--- config.mk ---
export PLATFORM = sky130hd
export DESIGN_NAME = fixed_point_log2_unit_core
export DESIGN_NICKNAME = d
export VERILOG_FILES = /design/src/rtl/core/fpl2_pkg.sv /design/src/rtl/core/fpl2_norm.sv /design/src/rtl/core/fpl2_square.sv /design/src/rtl/core/fixed_point_log2_unit_core.sv
export SDC_FILE = /design/constraint.sdc
export NUM_CORES = 2
export LEC_CHECK = 0
export BUFFER_PORTS_ARGS = -buffer_cell sky130_fd_sc_hd__clkbuf_2
export CAP_MARGIN = 20
export CORE_ASPECT_RATIO = 1.75
export CORE_MARGIN = 1.5
export CORE_UTILIZATION = 28
export DETAILED_ROUTE_END_ITERATION = 8
export GPL_TIMING_DRIVEN = 0
export SYNTH_ARGS = -nofsm -noshare
export SYNTH_HDL_FRONTEND = slang
export SYNTH_SLANG_ARGS = --single-unit
--- constraint.sdc ---
create_clock -name clk_i -period 10.1 [get_ports clk_i]
set_clock_uncertainty 0.2 [all_clocks]
set_input_delay 2.02 -clock clk_i [delete_from_list [all_inputs] [get_ports clk_i]]
set_output_delay 2.02 -clock clk_i [all_outputs]
set_load 0.02 [all_outputs]
--- src/rtl/core/fpl2_pkg.sv ---
// Package for the fixed-point log2 unit: widths, constants and the
// struct passed between the normaliser, the squaring step and the top level.
// No dependencies.
package fpl2_pkg;

  localparam int unsigned ValueW  = 13;
  localparam int unsigned DataW   = 32;
  localparam int unsigned RoundW  = 16;
  localparam int unsigned OctW    = 4;

  localparam logic [DataW-1:0] BaseScaleReset = 32'd357908480;
  localparam logic [DataW-1:0] FracMask       = 32'h7FFF_FFFF;
  localparam logic [63:0]      SquareBias     = 64'h0000_0000_4000_0000;
  localparam logic [DataW-1:0] RoundBias      = 32'h0000_8000;

  typedef struct packed {
    logic [DataW-1:0] mant;
    logic [DataW-1:0] step;
    logic [DataW-1:0] acc;
  } sq_state_t;

endpackage

--- src/rtl/core/fpl2_norm.sv ---
// Normaliser of the fixed-point log2 unit: bit length of the argument,
// mantissa alignment and the integer octave part. Depends on fpl2_pkg.
module fpl2_norm import fpl2_pkg::*; (
  input  logic [ValueW-1:0] value_i,
  input  logic [DataW-1:0]  base_i,
  output sq_state_t         init_o
);

  logic [OctW-1:0]      len;
  logic [OctW-1:0]      octaves;
  logic [4:0]           shamt;
  logic [DataW+OctW-1:0] prod;

  always_comb begin
    len = '0;
    for (int i = 0; i < ValueW; i++) begin
      if (value_i[i]) begin
        len = OctW'(i + 1);
      end
    end
  end

  assign octaves = OctW'(ValueW) - len;
  assign shamt   = 5'(6'd32 - {2'b00, len});
  assign prod    = {{OctW{1'b0}}, base_i} * {{DataW{1'b0}}, octaves};

  always_comb begin
    if (len == '0) begin
      init_o.mant = '0;
      init_o.step = base_i;
      init_o.acc  = '0;
    end else begin
      init_o.mant = DataW'(value_i) << shamt;
      init_o.step = base_i;
      init_o.acc  = prod[DataW-1:0];
    end
  end

endmodule

--- src/rtl/core/fpl2_square.sv ---
// Shared squaring step of the fixed-point log2 unit: one rounded 32x32
// square of the mantissa, step halving and conditional subtract. Depends on fpl2_pkg.
module fpl2_square import fpl2_pkg::*; (
  input  sq_state_t cur_i,
  output sq_state_t nxt_o
);

  logic [63:0]      sq;
  logic [63:0]      sum;
  logic [DataW:0]   q;
  logic [DataW-1:0] half;

  assign sq   = {32'b0, cur_i.mant} * {32'b0, cur_i.mant};
  assign sum  = sq + SquareBias;
  assign q    = sum[63:31];
  assign half = cur_i.step >> 1;

  always_comb begin
    nxt_o.step = half;
    if (q[DataW]) begin
      nxt_o.acc  = cur_i.acc - half;
      nxt_o.mant = q[DataW:1];
    end else begin
      nxt_o.acc  = cur_i.acc;
      nxt_o.mant = q[DataW-1:0];
    end
  end

endmodule

--- src/rtl/core/fixed_point_log2_unit_core.sv ---
// Top level of the fixed-point log2 unit: base_scale * log2(4096 / x).
// Sequencer, configuration register and output register. Depends on fpl2_pkg,
// fpl2_norm and fpl2_square.

// An item goes from acceptance to the output register through normalisation,
// N squaring steps (at most 31, one per cycle through the single shared 32x32
// squarer, fewer when the mantissa fraction runs out or the step reaches one)
// and a finish step. A new item is taken only in the idle state, at the earliest
// in the cycle in which the previous result first sits in the output register,
// so items never overlap. A result held in the output register stalls the finish
// step. An input of zero returns zero.
module fixed_point_log2_unit_core import fpl2_pkg::*; (
  input  logic              clk_i,
  input  logic              rst_ni,
  input  logic              cfg_valid_i,
  output logic              cfg_ready_o,
  input  logic [DataW-1:0]  cfg_base_scale_i,
  input  logic              in_valid_i,
  output logic              in_ready_o,
  input  logic [ValueW-1:0] value_i,
  output logic              out_valid_o,
  input  logic              out_ready_i,
  output logic [DataW-1:0]  log_raw_o,
  output logic [RoundW-1:0] log_rounded_o
);

  localparam logic [1:0] StIdle = 2'd0;
  localparam logic [1:0] StInit = 2'd1;
  localparam logic [1:0] StIter = 2'd2;
  localparam logic [1:0] StHold = 2'd3;

  logic [1:0]        state_q, state_d;
  logic [DataW-1:0]  base_q;
  logic [ValueW-1:0] value_q;
  sq_state_t         st_q, st_d;
  sq_state_t         init_st, next_st;
  logic              out_valid_q, out_valid_d;
  logic [DataW-1:0]  raw_q, raw_d;
  logic              cont;
  logic              out_free;
  logic              load_out;
  logic [DataW-1:0]  round_sum;

  fpl2_norm u_norm (
    .value_i (value_q),
    .base_i  (base_q),
    .init_o  (init_st)
  );

  fpl2_square u_square (
    .cur_i (st_q),
    .nxt_o (next_st)
  );

  assign cfg_ready_o = 1'b1;
  assign in_ready_o  = (state_q == StIdle);
  assign out_free    = !out_valid_q || out_ready_i;
  assign cont        = (st_q.step > 32'd1) && ((st_q.mant & FracMask) != '0);

  always_comb begin
    state_d  = state_q;
    st_d     = st_q;
    load_out = 1'b0;
    case (state_q)
      StIdle: begin
        if (in_valid_i) begin
          state_d = StInit;
        end
      end
      StInit: begin
        st_d    = init_st;
        state_d = StIter;
      end
      StIter: begin
        if (cont) begin
          st_d = next_st;
        end else if (out_free) begin
          load_out = 1'b1;
          state_d  = StIdle;
        end else begin
          state_d = StHold;
        end
      end
      StHold: begin
        if (out_free) begin
          load_out = 1'b1;
          state_d  = StIdle;
        end
      end
      default: state_d = StIdle;
    endcase
  end

  always_comb begin
    raw_d       = raw_q;
    out_valid_d = out_valid_q;
    if (load_out) begin
      raw_d       = st_q.acc;
      out_valid_d = 1'b1;
    end else if (out_ready_i) begin
      out_valid_d = 1'b0;
    end
  end

  always_ff @(posedge clk_i or negedge rst_ni) begin
    if (!rst_ni) begin
      state_q     <= StIdle;
      out_valid_q <= 1'b0;
      base_q      <= BaseScaleReset;
    end else begin
      state_q     <= state_d;
      out_valid_q <= out_valid_d;
      if (cfg_valid_i && cfg_ready_o) begin
        base_q <= cfg_base_scale_i;
      end
    end
  end

  always_ff @(posedge clk_i) begin
    st_q  <= st_d;
    raw_q <= raw_d;
    if (in_valid_i && in_ready_o) begin
      value_q <= value_i;
    end
  end

  assign round_sum     = raw_q + RoundBias;
  assign out_valid_o   = out_valid_q;
  assign log_raw_o     = raw_q;
  assign log_rounded_o = round_sum[DataW-1:DataW-RoundW];

  a_step_shrinks: assert property (@(posedge clk_i) disable iff (!rst_ni)
    (state_q == StIter && cont) |=> (st_q.step < $past(st_q.step)))
    else $error("step did not shrink during squaring");

  a_mant_norm: assert property (@(posedge clk_i) disable iff (!rst_ni)
    (state_q == StIter) |-> (st_q.mant[DataW-1] || st_q.mant == '0))
    else $error("mantissa left normalised range");

  a_out_source: assert property (@(posedge clk_i) disable iff (!rst_ni)
    $rose(out_valid_o) |-> $past(state_q == StIter || state_q == StHold))
    else $error("result appeared outside the finish step");

  a_busy_no_accept: assert property (@(posedge clk_i) disable iff (!rst_ni)
    (in_valid_i && in_ready_o) |=> (state_q == StInit && !in_ready_o))
    else $error("accepted item did not start normalisation");

endmodule
## Word-level counts from Yosys, hierarchy flattened

Cells that the tools add are included.

- Bits in registers: 176
- Input bits: 50
- Output and inout bits: 51
- Logic and storage cells: 65

- Add/subtract/negate cells: 5
- Multiply operators: 2
- Order comparisons: 1
- Equal/unequal tests: 8
- Shift operators: 1
- Muxes and demuxes: 28
- Reductions and logical operators: 12

Operators by type and width:

| cell | count |
|---|---|
| 2-to-1 mux 96 bit | 2 |
| case mux 96 bit (2 select lines) | 1 |
| adder 64 x 31 -> 64 bit (second input constant) | 1 |
| multiplier 32 x 32 -> 64 bit | 1 |
| 2-to-1 mux 32 bit | 2 |
| adder 32 x 16 -> 32 bit (second input constant) | 1 |
| greater-than comparator 32 x 1 -> 1 bit (second input constant) | 1 |
| multiplier 32 x 4 -> 32 bit | 1 |
| nonzero test 32 bit | 1 |
| << shifter 13 x 5 -> 32 bit | 1 |
| subtractor 32 x 31 -> 32 bit | 1 |
| 2-to-1 mux 4 bit | 6 |
| 2-to-1 mux 2 bit | 6 |
| 2-to-1 mux 3 bit | 4 |
| != test 2 bit (second input constant) | 4 |
| case mux 2 bit (4 select lines) | 1 |
| AND reduction 3 bit | 2 |
| 2-to-1 mux 1 bit | 5 |
| subtractor 1 x 4 -> 5 bit (first input constant) | 1 |
| equality test 2 bit (second input constant) | 2 |
| logical NOT 4 bit | 1 |
| nonzero test 2 bit | 2 |
| subtractor 4 bit (first input constant) | 1 |
| equality test 2 x 1 -> 1 bit (second input constant) | 1 |
| 7 further kinds | 8 |

## Longest topological paths before layout

- Word-level depth: 17
- Depth in mapped cells: 31

## By module

Synthesis repeated with hierarchy kept, for this count alone.

- Cell total of the unflattened synthesis: 4648
- Area total of the unflattened synthesis: 44188.6 sq um

Modules (own cells, without submodules):

| module | times used | cells each | area an instance (sq um) | sequential area each (sq um) |
|---|---|---|---|---|
| fpl2_square | 1 | 3534 | 31875.6 | 0.0 |
| fixed_point_log2_unit_core | 1 | 393 | 7144.4 | 5119.9 |
| fpl2_norm | 1 | 721 | 5168.7 | 0.0 |

## Worst setup path after synthesis

No wires, ideal clock.

- Path type: reg2reg
- From: register st_q[67] (netlist name)
- To: register st_q[0] (netlist name) (enable)
- Setup time: 0.466 ns
- Arrival: 9.435 ns
- Required time: 9.434 ns
- Setup slack: -0.001 ns
- Stages on the path, launching flop included: 29
- Buffers on the path: 4
- Period minus slack after synthesis: 10.101 ns
- Cell sequence: edfxtp_1 clkbuf_1 clkbuf_1 nand2_1 fa_1 fa_1 inv_1 fa_1 inv_1 fa_1 inv_1 fa_1 fa_1 fa_1 inv_1 fa_1 inv_1 ha_1 buf_2 nand4_1 nor4_2 nand4_1 a31oi_2 o21ai_1 and3_4 nor2_8 xnor2_2 buf_2 o21ai_0

- Cells in the longest elaborated chain, start to end: 4
- Elaborated cells on any way between the ends: 7

RTL lines:

| element | RTL line | text |
|---|---|---|
| from (decl) | fixed_point_log2_unit_core.sv:35 | `sq_state_t st_q, st_d;` |
| from (signal assigned) | fixed_point_log2_unit_core.sv:120 | `st_q <= st_d;` |
| multiplier 32 x 32 -> 64 bit or nonzero test 32 bit (tied branches) | fpl2_square.sv:13, fixed_point_log2_unit_core.sv:58 |  |
| adder 64 x 31 -> 64 bit or logical AND 1 bit (tied branches) | fpl2_square.sv:14, fixed_point_log2_unit_core.sv:58 |  |
| != test 2 x 1 -> 1 bit (no line) or != test 2 bit (tied branches) | n/a |  |
| AND reduction 3 bit (no line) (*) | n/a |  |

Every way passes the cells marked *; elsewhere a longest branch is shown, timed or not.
A chain may end at the register's enable or synchronous reset.

## Final worst setup path

- From: register st_q[78] (netlist name)
- To: register st_q[24] (netlist name) (enable)

The elaborated chain is that of the path after synthesis.

==> qor.csv <==
metric;value;unit
status;finished, final reports clean;
vias;32000;
hold_violations;0;
post-route-period-util;98.6;%
async_flop_share;20.0;%
fin_ws;146;ps
cts.sink_count;175;
cp_slowest_stage_delay;840;ps
cp_top_family;adder cells;
min_period;9950;ps
grt_pass1_vias;35800;
crit_path_start_kind;flop;
clock.fmax;100;MHz
die_w;297;um
layout_common_cells;1116 x inv_1, 866 x fa_1, 436 x nand2_1;
grt_usage;19.6;%
clk_latency;470;ps
cts-htree-levels;4;
gr-total-overflow;0;
cp_max_fo;16;
cpMaxStageDelayCell;edfxtp_1;
tightest_slew;1260;ps
critPathBufInv;7;
postPlaceCellArea;45600;um2
grt_setup_unrepaired;no;
cap_violations;0;
grt_pass1_wl;221;mm
initial_utilization;28.3;%
clk_pin_slew_worst_paths;80;ps
gp_congestion;1.04;
syn_avg_cell_area;9.47;um2
grt_antenna_before_repair;6;
drcViolationCount;0;
fillers;16000;
synth_cells;4481;
ios;101;
synth.top_cell.area_share;40.9;%
netlist_area;42400;um2
nets;5899;
dp_slack;-900;ps
ys.warnings.count;0;
synth_edf_count;140;
grt_start_max_net_pins;64;
viasPerCell;4.83;
cts_buffers;17;
num_rows;188;
yosysTopAreaCell;fa_1;
setup_viol;0;
synth_nets;5765;
die_h;518;um
ys_ff_latch;175;
end_kind;flop;
cp.arrival;9970;ps
crit_type;reg2reg;
drtIter0Drc;1947;
final_area;46400;um2
ys_seq_area_share;12.0;%
ant_nets;0;
slew_headroom;16.1;%
dp_hpwl;127;mm
fin_tns_setup;0;ps
synth.area.top_cells;fa_1 41%, ha_1 11%, edfxtp_1 9.9%, inv_1 9.9%, and2_1 4.2%;
synthFlopType;edfxtp_1;
cts_buffer_depth;2;
wirelength;149;mm
crit_top_cell;fa_1;
cts_hold_buf;0;
mostFrequentLayoutCell;inv_1;
syn2layout_area_growth;9.35;%
ys_types;93;
ctsRootBufferMaster;clkbuf_16;
io_buffers;98;
wire_per_inst;22.5;um
die_area;154000;um2
final_util;30.9;%
drt_pass1_iterations;5;
core_area;150000;um2
hold_path_class;reg2reg;
worstPathRequired;10120;ps
drive_above_1_share;6.48;%
slew_viol_final;0;
cts_tree;built;
-- metal layers --
layer | GRT usage, % | routed length, um | vias to the layer above
met5 | 0 | 11 | -
met4 | 17.2 | 16500 | 2
li1 | - | - | 14000
met1 | 18.0 | 46000 | 16200
met3 | 2.26 | 6630 | 549
met2 | 37.5 | 80200 | 1221
-- metrics by stage --
stage | instances | hold slack (ps)
3_5_place_dp | 6583 | 245
3_3_place_gp | 6574 | 243
5_1_grt | 6626 | 275
6_report | 6630 | 262
4_1_cts | 6615 | 267
2_1_floorplan | 4481 | 226
-- cells in the mapped netlist (25+ instances only) --
cell and n:
xor2_1 40, xnor2_1 89, inv_1 1116, and2_1 282, nand2_1 437, nand2b_1 57
a21o_1 56, o21ai_0 102, mux2_2 36, edfxtp_1 140, nor3_1 32, nand3_1 35
clkbuf_1 151, ha_1 368, fa_1 866, nor2_1 116, a21oi_1 132, dfrtp_1 27
mux2i_1 25, nor2b_1 25
-- sequential cells by signal, indices dropped and copies added (netlist names) --
register,flops
st_q,95
base_q,32
log_raw_o,32
value_q,13
state_q,2
out_valid_o,1
-- cells by family after synthesis --
logic type,Yosys count,share of synthesized area (%)
AO/OA/AOI/OAI,508,7.83
AND/OR/NAND/NOR,1082,12.7
XOR/XNOR,131,2.77
other,1,0.00884
adder cells (fa/ha/maj),1234,51.7
buffers and inverters,1289,11.5
flip-flops,175,12.0
multiplexers,61,1.55
-- final cells by class --
class	count	area [um2]	area share (%)
antenna	7	17.5	0.0378
timing repair buffer	119	786	1.69
multi-input combinational	3017	32500	70.1
clock buffer	17	425	0.917
sequential	175	5090	11.0
inverter	1117	4190	9.04
tap	1995	2500	5.38
clock inverter	15	149	0.321
buffer	168	739	1.59
-- worst register-to-register path, stage by stage (launching register included) --
cell and delay [ps]:
edfxtp_1 840, clkbuf_1 720, and2_1 420, fa_1 480
inv_1 90, fa_1 400, inv_1 90, fa_1 450
fa_1 600, fa_1 440, fa_1 470, fa_1 490
inv_1 50, fa_1 770, inv_1 120, ha_1 390
a21oi_1 260, o21ai_1 150, a211oi_1 340, o21ai_1 230
a22oi_1 190, and3_4 240, nor2_8 60, xnor2_2 480
buf_2 390, o21ai_4 140, buf_16 190
-- what timing repair did --
item	in CTS	in global routing
endpoints found under the setup margin	64	63
buffers inserted	2	8
pin swaps	1	0
gates resized for setup	32	63
-- path summary, 6_finish.rpt --
kind	startpoint	end	slack [ps]	cells after the start
setup / recovery	st_q[78]	st_q[24]	150	26
hold / removal	st_q[29]	log_raw_o[29]	260	0
setup reg to reg	st_q[78]	st_q[24]	150	26
hold reg to reg	st_q[29]	log_raw_o[29]	260	0
max in group asynchronous	rst_ni	base_q[1]	7680	1
min in group asynchronous	rst_ni	base_q[23]	1470	1
Power is left out: the tool's default activity adds up to more than one toggle a clock period on the data nets, which glitch-free logic cannot reach.
